--- config.mk ---
export PLATFORM = sky130hd
export DESIGN_NAME = pwl_fifo
export DESIGN_NICKNAME = d
export VERILOG_FILES = /design/src/pwl_pkg.sv /design/src/pwl_fifo.sv
export SDC_FILE = /design/constraint.sdc
export NUM_CORES = 1
export LEC_CHECK = 0
export BUFFER_PORTS_ARGS = -buffer_cell sky130_fd_sc_hd__buf_4
export CELL_PAD_IN_SITES_DETAIL_PLACEMENT = 0
export CELL_PAD_IN_SITES_GLOBAL_PLACEMENT = 2
export CORE_MARGIN = 2
export CORE_UTILIZATION = 41
export CTS_CLUSTER_DIAMETER = 200
export DETAILED_ROUTE_END_ITERATION = 8
export MAX_ROUTING_LAYER = met4
export PLACE_DENSITY = 0.86
export SLEW_MARGIN = 20
export SYNTH_ARGS = -nofsm -noshare
export SYNTH_HDL_FRONTEND = slang
export SYNTH_SLANG_ARGS = --single-unit
--- constraint.sdc ---
create_clock -name clk_i -period 8.3 [get_ports clk_i]
set_input_delay 0 -clock clk_i [delete_from_list [all_inputs] [get_ports clk_i]]
set_output_delay 0 -clock clk_i [all_outputs]
set_load 0.01 [all_outputs]
--- src/pwl_pkg.sv ---
// shared types and constants of the piecewise linear curve lookup unit
// no dependencies
package pwl_pkg;

  localparam int unsigned DefMaxPoints  = 256;
  localparam int unsigned DefMaxSamples = 4096;

  localparam logic [16:0] OneFix = 17'h10000;

  localparam int unsigned DivW   = 38;
  localparam int unsigned DvsW   = 18;
  localparam int unsigned QDepth = 2;

  typedef enum logic [1:0] {
    OP_DONE,
    OP_WRITE,
    OP_SAMPLE
  } op_e;

  typedef enum logic [1:0] {
    ST_OK    = 2'd0,
    ST_RANGE = 2'd1,
    ST_ORDER = 2'd2,
    ST_INDEX = 2'd3
  } status_e;

  typedef struct packed {
    op_e         op;
    status_e     status;
    logic [7:0]  idx;
    logic [16:0] x;
    logic [16:0] y;
    logic [11:0] sidx;
  } item_t;

  typedef struct packed {
    logic [8:0]  point_count;
    logic [12:0] sample_count;
  } cfg_t;

endpackage

--- src/pwl_fifo.sv ---
// short queue between front and back stages
// depends on pwl_pkg
module pwl_fifo (
  input  logic           clk_i,
  input  logic           rst_ni,
  input  logic           push_i,
  input  pwl_pkg::item_t item_i,
  output logic           ready_o,
  input  logic           pop_i,
  output pwl_pkg::item_t item_o,
  output logic           valid_o
);

  localparam int unsigned PW = $clog2(pwl_pkg::QDepth);
  localparam int unsigned CW = $clog2(pwl_pkg::QDepth + 1);

  pwl_pkg::item_t slot_q [pwl_pkg::QDepth];
  logic [PW-1:0]  wptr_q, rptr_q;
  logic [CW-1:0]  cnt_q;
  logic           do_push, do_pop;

  assign ready_o = cnt_q != CW'(pwl_pkg::QDepth);
  assign valid_o = cnt_q != '0;
  assign item_o  = slot_q[rptr_q];
  assign do_push = push_i && ready_o;
  assign do_pop  = pop_i && valid_o;

  always_ff @(posedge clk_i or negedge rst_ni) begin
    if (!rst_ni) begin
      wptr_q <= '0;
      rptr_q <= '0;
      cnt_q  <= '0;
    end else begin
      if (do_push) begin
        wptr_q <= (wptr_q == PW'(pwl_pkg::QDepth - 1)) ? '0 : wptr_q + PW'(1);
      end
      if (do_pop) begin
        rptr_q <= (rptr_q == PW'(pwl_pkg::QDepth - 1)) ? '0 : rptr_q + PW'(1);
      end
      if (do_push && !do_pop) begin
        cnt_q <= cnt_q + CW'(1);
      end else if (do_pop && !do_push) begin
        cnt_q <= cnt_q - CW'(1);
      end
    end
  end

  always_ff @(posedge clk_i) begin
    if (do_push) begin
      slot_q[wptr_q] <= item_i;
    end
  end

endmodule

==> results.yml <==
outcome:
  run_status: "finished clean"
cells_and_area:
  mostFrequentLayoutCells: "124 x sky130_fd_sc_hd__buf_4, 116 x sky130_fd_sc_hd__edfxtp_1, 62 x sky130_fd_sc_hd__dlygate4sd3_1"
  nFillCells: 735
  antenna-diode-count: 0
  drive_gt1_share_pct: 51.8
  number_of_nets_in_the_finished_design: 460
  multi_input_comb_area_um2: 790
  register_area_um2: 3580
  flow.area_growth_from_synthesis_pct: 49.3
  layout_commonest_cell: "sky130_fd_sc_hd__buf_4"
clocking:
  tritoncts_clock_tree: "yes"
  cts_root_buffer: "sky130_fd_sc_hd__clkbuf_8"
  cts_max_path_buffers: 2
  cts.sink_count: 120
  postCtsResizedCells: 0
  numCtsBuffers: 17
  worstSkewPairLatency_ps: 500
  cts_htree_levels: 4
  cts.clk_slew.worst_paths_ps: 50
yosys:
  post-synth-top-area-fraction_pct: 78.7
  mappedNetlistNets: 262
  synth.lib_cells_used.distinct: 16
  syn_inst: 199
  synth_largest_area_cell: "sky130_fd_sc_hd__edfxtp_1"
  synth_fa_ha_area_share_pct: 0.283
  synth.ff_latch_count: 120
  ys_warn_count: 0
  synth_xor_area_share_pct: 0.990
  synth.avg_cell_area_um2: 22.2
  seq_total_area_yosys_pct: 81.0
  syn_area_um2: 4430
  synth_top_family_by_area: "multiplexers"
  simple_logic_cell_fraction_of_the_synthesized_area_pct: 0.763
  synth_top_cells_by_area: "sky130_fd_sc_hd__edfxtp_1 79%, sky130_fd_sc_hd__mux2_2 12%, sky130_fd_sc_hd__mux2_4 3.4%, sky130_fd_sc_hd__dfrtp_1 2.3%, sky130_fd_sc_hd__xnor2_1 0.59%"
  muxShareOfSynthArea_pct: 15.6
  synth_compound_area_share_pct: 0
critical_path:
  timing.critical_path.max_delay_family: "flip-flops"
  cp-start-kind: "flip-flop"
  crit_path_max_fanout: 35
  worstRegToRegCells: 4
  rrSetupSlack_ps: 6080
  crit_path_max_incr_delay_ps: 750
  cp-end-kind: "output pin"
  crit_path_frequent_cell: "sky130_fd_sc_hd__buf_4"
  path_depth: 3
  critPathBufInv: 2
  cp_data_required_time_ps: 8300
  critical_path_class: "flip-flop to output pin"
  critical_path.cell_chain: "buf_4 -> mux2_2 -> buf_4"
  cpMaxStageDelayCell: "sky130_fd_sc_hd__dfrtp_2"
  worst_ep_arrival_time_ps: 2430
pwr:
  power_switching_uw: 593
  sequentialPowerShare_pct: 40.8
  static_power_due_to_leakage_nw: 2.55
  sw_share_pct: 27.3
  comb_pwr_share_pct: 30.6
  total_power_mw: 2.17
  share_clk_of_total_power_pct: 28.6
  power.ir.vdd_worst_mv: 0.147
  power_density_relative_to_cell_area_nw_per_um2: 329
  cell_internal_pwr_mw: 1.58
floorplan:
  placeable_core_area_um2: 10400
  floorplan.initialDensity_pct: 42.5
  die_span_in_x_um: 108
  die_h_um: 108
  die_area_um2: 11600
  rows: 37
  pin_count: 122
routing:
  drcViolationCount: 0
  avgViaCountPerCell: 4.47
  postRouteWirelength_um: 8230
  routed-via-count: 2434
  drtPass1Iterations: 4
  dr.first_iter.drc_count: 73
  postRouteAntennaNets: 0
  route.detailed.wl_per_inst_um: 15.1
placement:
  io_buffers: 121
  dp.final_hpwl_um: 4920
  routabilityCongestion: 0.688
grt:
  antenna_found_initial: 0
  grt_use_met3_pct: 5.87
  overflow: 0
  globalRouteMet1Util_pct: 17.7
  grt_pass1_vias: 2623
  grt_first_pass_wirelength_um: 12700
  track_usage_pct: 15.5
  globalRouteMet2Util_pct: 24.7
  gr-max-usage-layer: "met2"
  maximum_number_of_pins_on_one_net_before_global_route_repair: 36
sta:
  final_min_period_over_clock_period_pct: 29.3
  grt_setup_unrepaired: "false"
  setup-tns-final_ps: 0
  finalWorstPathRequiredPeriod_ps: 2430
  hold_ws_ps: 219
  hold_viol: 0
  max_freq_mhz: 411
  max_slew.worst_pin.slew_ps: 772
  max_slew_margin_pct: 48.4
  finalSetupViolCount: 0
  worst_clock_skew_ps: 5.00
  final_max_slew_viol_count: 0
worst_hold_path:
  worst_hold_path.num_cells: 2
  worst_hold_path_type: "input port to flip-flop"
run:
  max_cap_check_violation_count: 0
## final cells by class
| cell class | count | area share (%) |
|---|---|---|
| clock buffers | 19 | 6.38 |
| clock inverters | 12 | 1.31 |
| inverters | 1 | 0.0568 |
| multi-input cells | 71 | 11.9 |
| flip-flops and latches | 120 | 54.3 |
| well taps | 136 | 2.58 |
| repair buffers | 186 | 23.5 |
## Yosys cell counts (all sizes together)
| cell type | count |
|---|---|
| and3 | 1 |
| buf | 7 |
| dfrtp | 4 |
| edfxtp | 116 |
| ha | 1 |
| inv | 1 |
| mux2 | 58 |
| nand2 | 2 |
| nand2b | 1 |
| nor2 | 2 |
| or2 | 1 |
| xnor2 | 3 |
| xor2 | 2 |
## registers in the layout (all words and copies together) (netlist names)
register / count
cnt_q: 2
rptr_q: 1
slot_q: 116
wptr_q: 1
## routing by layer
| metal | vias to the layer above | wire (um) |
|---|---|---|
| met4 | 0 | 102 |
| met3 | 8 | 406 |
| met2 | 74 | 4290 |
| met1 | 1173 | 3430 |
| met5 | - | 0 |
| li1 | 1179 | - |
## through the flow
stage / setup slack (ps) / cell area [um2] / std cells / utilization, %
global placement: 6070 / 5480 / 452 / 52.6
CTS: 5800 / 6610 / 545 / 63.4
floorplan: 4700 / 4430 / 199 / -
finish: 5870 / 6610 / 545 / 63.4
global route: 5680 / 6610 / 545 / 63.4
detailed placement: 6030 / 5480 / 452 / 52.6
## power groups by stage
stage / Combinational, mW / Sequential (mW) / Clock, mW
finish: 0.664 / 0.887 / 0.621
global route: 0.715 / 0.903 / 0.673
CTS: 0.678 / 0.891 / 0.637
detailed placement: 0.652 / 0.902 / 0
global placement: 0.647 / 0.894 / 0
floorplan: 0.399 / 0.874 / 0
## cell families after synthesis
| logic type | count (synthesis) |
|---|---|
| XOR/XNOR | 5 |
| adder cells (fa/ha/maj) | 1 |
| buffers and inverters | 8 |
| flip-flops | 120 |
| AND/OR/NAND/NOR | 7 |
| multiplexers | 58 |
## final timing paths
check / from / end
setup / recovery: rptr_q / item_o[51]
hold / removal: item_i[26] / slot_q[0][26]
setup reg to reg: cnt_q[0] / slot_q[0][45]
hold reg to reg: cnt_q[1] / cnt_q[1]
max in group asynchronous: rst_ni / rptr_q
min in group asynchronous: rst_ni / rptr_q
## timing repair
action	in CTS	in global routing
hold buffers	62	0
buffers inserted	0	0
hold endpoints to repair	123	0
endpoints found under the setup margin	0	0
Note: power is estimated with default switching activity, not from simulation.
