`src/pwl_pkg.sv`:
```
// shared types and constants of the piecewise linear curve lookup unit
// no dependencies
package pwl_pkg;

  localparam int unsigned DefMaxPoints  = 256;
  localparam int unsigned DefMaxSamples = 4096;

  localparam logic [16:0] OneFix = 17'h10000;

  localparam int unsigned DivW   = 38;
  localparam int unsigned DvsW   = 18;
  localparam int unsigned QDepth = 2;

  typedef enum logic [1:0] {
    OP_DONE,
    OP_WRITE,
    OP_SAMPLE
  } op_e;

  typedef enum logic [1:0] {
    ST_OK    = 2'd0,
    ST_RANGE = 2'd1,
    ST_ORDER = 2'd2,
    ST_INDEX = 2'd3
  } status_e;

  typedef struct packed {
    op_e         op;
    status_e     status;
    logic [7:0]  idx;
    logic [16:0] x;
    logic [16:0] y;
    logic [11:0] sidx;
  } item_t;

  typedef struct packed {
    logic [8:0]  point_count;
    logic [12:0] sample_count;
  } cfg_t;

endpackage

```
`src/pwl_in_if.sv`:
```
// command channel of the curve lookup unit
// no dependencies
interface pwl_in_if;
  logic        valid;
  logic        ready;
  logic        command;
  logic [7:0]  point_index;
  logic [16:0] x_coord;
  logic [16:0] y_coord;
  logic [11:0] sample_index;

  modport source(output valid, command, point_index, x_coord, y_coord, sample_index,
                 input ready);
  modport sink(input valid, command, point_index, x_coord, y_coord, sample_index,
               output ready);
endinterface

```
`src/pwl_front.sv`:
```
// front stage: accepts commands, checks index and range, classifies the item
// depends on pwl_pkg and pwl_in_if
module pwl_front #(
  parameter int unsigned MaxPoints  = pwl_pkg::DefMaxPoints,
  parameter int unsigned MaxSamples = pwl_pkg::DefMaxSamples
) (
  input  logic           clk_i,
  input  logic           rst_ni,
  pwl_in_if.sink         in_i,
  input  pwl_pkg::cfg_t  cfg_i,
  output pwl_pkg::item_t item_o,
  output logic           item_valid_o,
  input  logic           item_ready_i
);

  localparam int unsigned NW = $clog2(MaxPoints + 1) + 1;

  logic           valid_q;
  pwl_pkg::item_t item_q, item_d;
  logic           accept;
  logic [12:0]    cnt;

  assign cnt    = cfg_i.sample_count;
  assign accept = in_i.valid && in_i.ready;

  always_comb begin
    item_d.idx    = in_i.point_index;
    item_d.x      = in_i.x_coord;
    item_d.y      = in_i.y_coord;
    item_d.sidx   = in_i.sample_index;
    item_d.op     = pwl_pkg::OP_DONE;
    item_d.status = pwl_pkg::ST_OK;
    if (!in_i.command) begin
      if (NW'(in_i.point_index) >= NW'(MaxPoints)) begin
        item_d.status = pwl_pkg::ST_INDEX;
      end else if (in_i.x_coord > pwl_pkg::OneFix || in_i.y_coord > pwl_pkg::OneFix) begin
        item_d.status = pwl_pkg::ST_RANGE;
      end else begin
        item_d.op = pwl_pkg::OP_WRITE;
      end
    end else begin
      if (cnt == 13'd0 || 32'(cnt) > 32'(MaxSamples) || {1'b0, in_i.sample_index} >= cnt) begin
        item_d.status = pwl_pkg::ST_INDEX;
      end else begin
        item_d.op = pwl_pkg::OP_SAMPLE;
      end
    end
  end

  assign in_i.ready   = !valid_q || item_ready_i;
  assign item_o       = item_q;
  assign item_valid_o = valid_q;

  always_ff @(posedge clk_i or negedge rst_ni) begin
    if (!rst_ni) begin
      valid_q <= 1'b0;
    end else if (in_i.ready) begin
      valid_q <= in_i.valid;
    end
  end

  always_ff @(posedge clk_i) begin
    if (accept) begin
      item_q <= item_d;
    end
  end

endmodule

```
`src/flat_wrapper.sv`:
```
// flat-port wrapper written by rule: the top's interface ports become plain ports
module pwl_front_flat 
#(
  parameter int unsigned MaxPoints  = pwl_pkg::DefMaxPoints,
  parameter int unsigned MaxSamples = pwl_pkg::DefMaxSamples
)
  (clk_i, rst_ni, cfg_i, item_o, item_valid_o, item_ready_i, in_i_valid, in_i_command, in_i_point_index, in_i_x_coord, in_i_y_coord, in_i_sample_index, in_i_ready);
  pwl_in_if in_i_i ();
  input  logic clk_i;
  input  logic rst_ni;
  input  pwl_pkg::cfg_t cfg_i;
  output pwl_pkg::item_t item_o;
  output logic item_valid_o;
  input  logic item_ready_i;
  input wire logic [$bits(in_i_i.valid)-1:0] in_i_valid;
  input wire logic [$bits(in_i_i.command)-1:0] in_i_command;
  input wire logic [$bits(in_i_i.point_index)-1:0] in_i_point_index;
  input wire logic [$bits(in_i_i.x_coord)-1:0] in_i_x_coord;
  input wire logic [$bits(in_i_i.y_coord)-1:0] in_i_y_coord;
  input wire logic [$bits(in_i_i.sample_index)-1:0] in_i_sample_index;
  output wire logic [$bits(in_i_i.ready)-1:0] in_i_ready;
  assign in_i_i.valid = in_i_valid;
  assign in_i_i.command = in_i_command;
  assign in_i_i.point_index = in_i_point_index;
  assign in_i_i.x_coord = in_i_x_coord;
  assign in_i_i.y_coord = in_i_y_coord;
  assign in_i_i.sample_index = in_i_sample_index;
  assign in_i_ready = in_i_i.ready;
  pwl_front #(.MaxPoints(MaxPoints), .MaxSamples(MaxSamples)) u_core (.clk_i(clk_i), .rst_ni(rst_ni), .in_i(in_i_i), .cfg_i(cfg_i), .item_o(item_o), .item_valid_o(item_valid_o), .item_ready_i(item_ready_i));
endmodule
```
`config.mk`:
```
export PLATFORM = sky130hd
export DESIGN_NAME = pwl_front_flat
export DESIGN_NICKNAME = d
export VERILOG_FILES = /design/src/pwl_pkg.sv /design/src/pwl_in_if.sv /design/src/pwl_front.sv /design/src/flat_wrapper.sv
export SDC_FILE = /design/constraint.sdc
export NUM_CORES = 1
export LEC_CHECK = 0
export BUFFER_PORTS_ARGS = -buffer_cell sky130_fd_sc_hd__buf_4
export CAP_MARGIN = 5
export CORE_ASPECT_RATIO = 1.2
export CORE_MARGIN = 2
export CORE_UTILIZATION = 47
export CTS_BUF_LIST = sky130_fd_sc_hd__clkbuf_2
export DETAILED_ROUTE_END_ITERATION = 12
export GPL_TIMING_DRIVEN = 0
export PLACE_DENSITY = 0.87
export SLEW_MARGIN = 15
export SYNTH_ARGS = -nofsm -noshare
export SYNTH_HDL_FRONTEND = slang
export SYNTH_SLANG_ARGS = --single-unit
```
`constraint.sdc`:
```
create_clock -name clk_i -period 3.4 [get_ports clk_i]
set_input_delay 0.51 -clock clk_i [delete_from_list [all_inputs] [get_ports clk_i]]
set_output_delay 0.51 -clock clk_i [all_outputs]
set_load 0.05 [all_outputs]
```
==> flow_summary.toml <==
[status]
outcome = "completed"

[synthesis]
synth_cells = 125
synth_common_cells = "edfxtp_1, inv_1, ha_1, nor4_1, a21oi_1"
synth_most_common_cell = "edfxtp_1"
ys_top_cells_by_area = "edfxtp_1, ha_1, inv_1"
yosys_warnings = 0
synth-main-ff-cell = "edfxtp_1"
async_reset_ff_share_pct = 1.69
ys_ff_latch = 59
avgSynthCellArea_sq_um = 18.3
synth_edf_count = 58
synth.cell_area_sq_mm = 0.00228
synth_top_area_share_pct = 76.3
ys_types = 27
synth_nets = 218
ys_seq_area_share_pct = 77.4
yosys.area.top_type = "edfxtp_1"

[global_route]
grt_pass1_vias = 1681
busiest_layer = "met2"
grt_util_met3_pct = 6.58
overflow = 0
grtUsageMet1_pct = 18.4
antenna_found_initial = 0
grt_pass1_wl_um = 7780
met2_usage_pct = 38.8
grtUsageTotal_pct = 20.3
grt_max_degree = 35

[power]
clock_power_share_pct = 25.4
power.switching_mw = 0.475
powerDensity_mw_per_mm2 = 464
p_int_mw = 1.14
ir_drop_uv = 286
seq_power_share_pct = 53.2
combPwrFrac_pct = 21.4
switching_share_pct = 29.4
leakagePower_nw = 1.52

[timing]
maxSlewViolCount = 0
worst_slack_ns = 1.68
worst_slew_pin_slew_ns = 0.644
slew_headroom_pct = 57.1
fmax_mhz = 580
fin_skew_ns = 0.0161
hold_violations = 0
fin_crit_sh_pct = 50.7
whs_ns = 0.232
rsz0062_at_grt = "false"
finalCriticalPeriod_ns = 1.72
setup_violations = 0
tns_ns = 0

[cts]
cts_tree = "built"
ctsRootBufferMaster = "clkbuf_2"
htreeDepth = 3
clk_pin_slew_ns = 0.16
clk_latency_ns = 0.44
clock_sinks = 59
cts_max_path_buffers = 2
numCtsBuffers = 9

[cells_and_area]
area_delta_synth_final_pct = 52.3
num_antenna_cells = 0
final_nets = 362
drive_above_1_share_pct = 56.6
postLayoutCellArea_sq_mm = 0.00348

[detailed_routing]
drt-total-wl_um = 5580
wire_per_inst_um = 16.8
routed_via_density = 5.03
drt_iter0_drc = 82
firstDrtPassIters = 4
drc = 0
ant_nets = 0
num_vias = 1670

[worst_setup_path]
crit_end = "u_core.item_o[26]"
regToRegSetupSlack_ns = 1.68
cp.required_ns = 3.54
crit_fanout = 34
critPathKind = "reg2reg"
worstReg2RegStart = "u_core.item_valid_o"
r2r_end = "u_core.item_o[26]"
worstPathArrival_ns = 1.87
start_kind = "flip-flop"
crit_path_start = "u_core.item_valid_o"
end_kind = "flip-flop"
r2r_cells = 3

[die]
core_sq_mm = 0.00463
initial_core_util_pct = 49.3
placementRows = 27
die_area_sq_mm = 0.00543
io_pins = 141
fp.dieW_um = 67.6
die_y_um = 80.3

[placement]
place.gp.congestion = 0.789
pre_cts_ws_ns = 1.46
placed_area_sq_mm = 0.00336
portBuffers = 131
hpwl_um = 4520

[min_path]
holdCritPathClass = "in2reg"

[run]
maxCapViolCount = 0
-- power by group through the flow --
| stage | Combinational (mW) | Sequential [mW] | Clock, mW |
|---|---|---|---|
| after global placement | 0.332 | 0.875 | 0 |
| after floorplan | 0.0520 | 1.01 | 0 |
| after detailed placement | 0.345 | 0.875 | 0 |
| final | 0.346 | 0.858 | 0.410 |
| after CTS | 0.347 | 0.858 | 0.419 |
| after global routing | 0.362 | 0.862 | 0.453 |
-- placed cells by master (no fill, tap or decap), types with 2 or more instances in the layout --
cell	instances
nor4_4	2
clkbuf_2	10
nand2b_1	2
inv_1	14
nor4_1	8
a21oi_1	5
ha_1	12
buf_4	131
clkinv_2	3
nand4_1	4
edfxtp_1	58
nand2_1	2
-- sequential cells by signal, summed over array words and instances (netlist names) --
signal,count
u_core.item_valid_o,1
u_core.item_o,58
-- critical path, cell delays in order (launching register included) --
cell	delay, ns
dfrtp_1	0.41
nand2b_1	0.12
and2_2	0.59
buf_12	0.29
-- per-stage QoR --
stage | util, % | power (mW) | cells
after floorplan | - | 1.06 | 125
after global routing | 75.1 | 1.68 | 332
after CTS | 75.1 | 1.62 | 332
final | 75.1 | 1.61 | 332
after detailed placement | 72.6 | 1.22 | 315
after global placement | 72.1 | 1.21 | 314
-- logic make-up (layout without fill, tap and decap cells) --
logic type               Yosys count  count (layout)  synth area share (%)
AO/OA/AOI/OAI                     14              14                  4.88
adder cells (fa/ha/maj)           12              12                  6.58
buffers and inverters             14             163                  2.30
flip-flops                        59              59                  77.4
AND/OR/NAND/NOR                   26              26                  8.83
-- per-layer routing --
metal	part of all wire (%)	vias up	wire length (um)
met5	0	-	0
met1	31	769	1720
li1	-	790	-
met3	12	6	679
met2	56	105	3120
met4	1.0	0	58
-- worst min-delay path by stage --
stage,from,end,slack (ns),depth (start not counted)
floorplan,rst_ni,u_core.item_valid_o,0.21,0
global placement,rst_ni,u_core.item_valid_o,0.29,1
detailed placement,rst_ni,u_core.item_valid_o,0.29,1
CTS,in_i_point_index[1],u_core.item_o[47],0.20,1
global route,in_i_point_index[3],u_core.item_o[49],0.18,1
finish,in_i_point_index[5],u_core.item_o[51],0.23,1
-- timing repair --
action	CTS	global route
hold endpoints to repair	1	0
setup buffers	0	0
hold buffers	1	0
resized for setup	0	0
-- area by class of cell --
| cell class | count | area (sq um) |
|---|---|---|
| clock inverter | 6 | 56.3 |
| fill | 306 | 1150 |
| timing repair buffer | 133 | 1010 |
| clock buffer | 10 | 50.0 |
| multi-input combinational | 52 | 464 |
| tap | 58 | 72.6 |
| inverter | 14 | 52.6 |
| sequential | 59 | 1770 |
No activity file was read; power rests on OpenSTA's default activity.
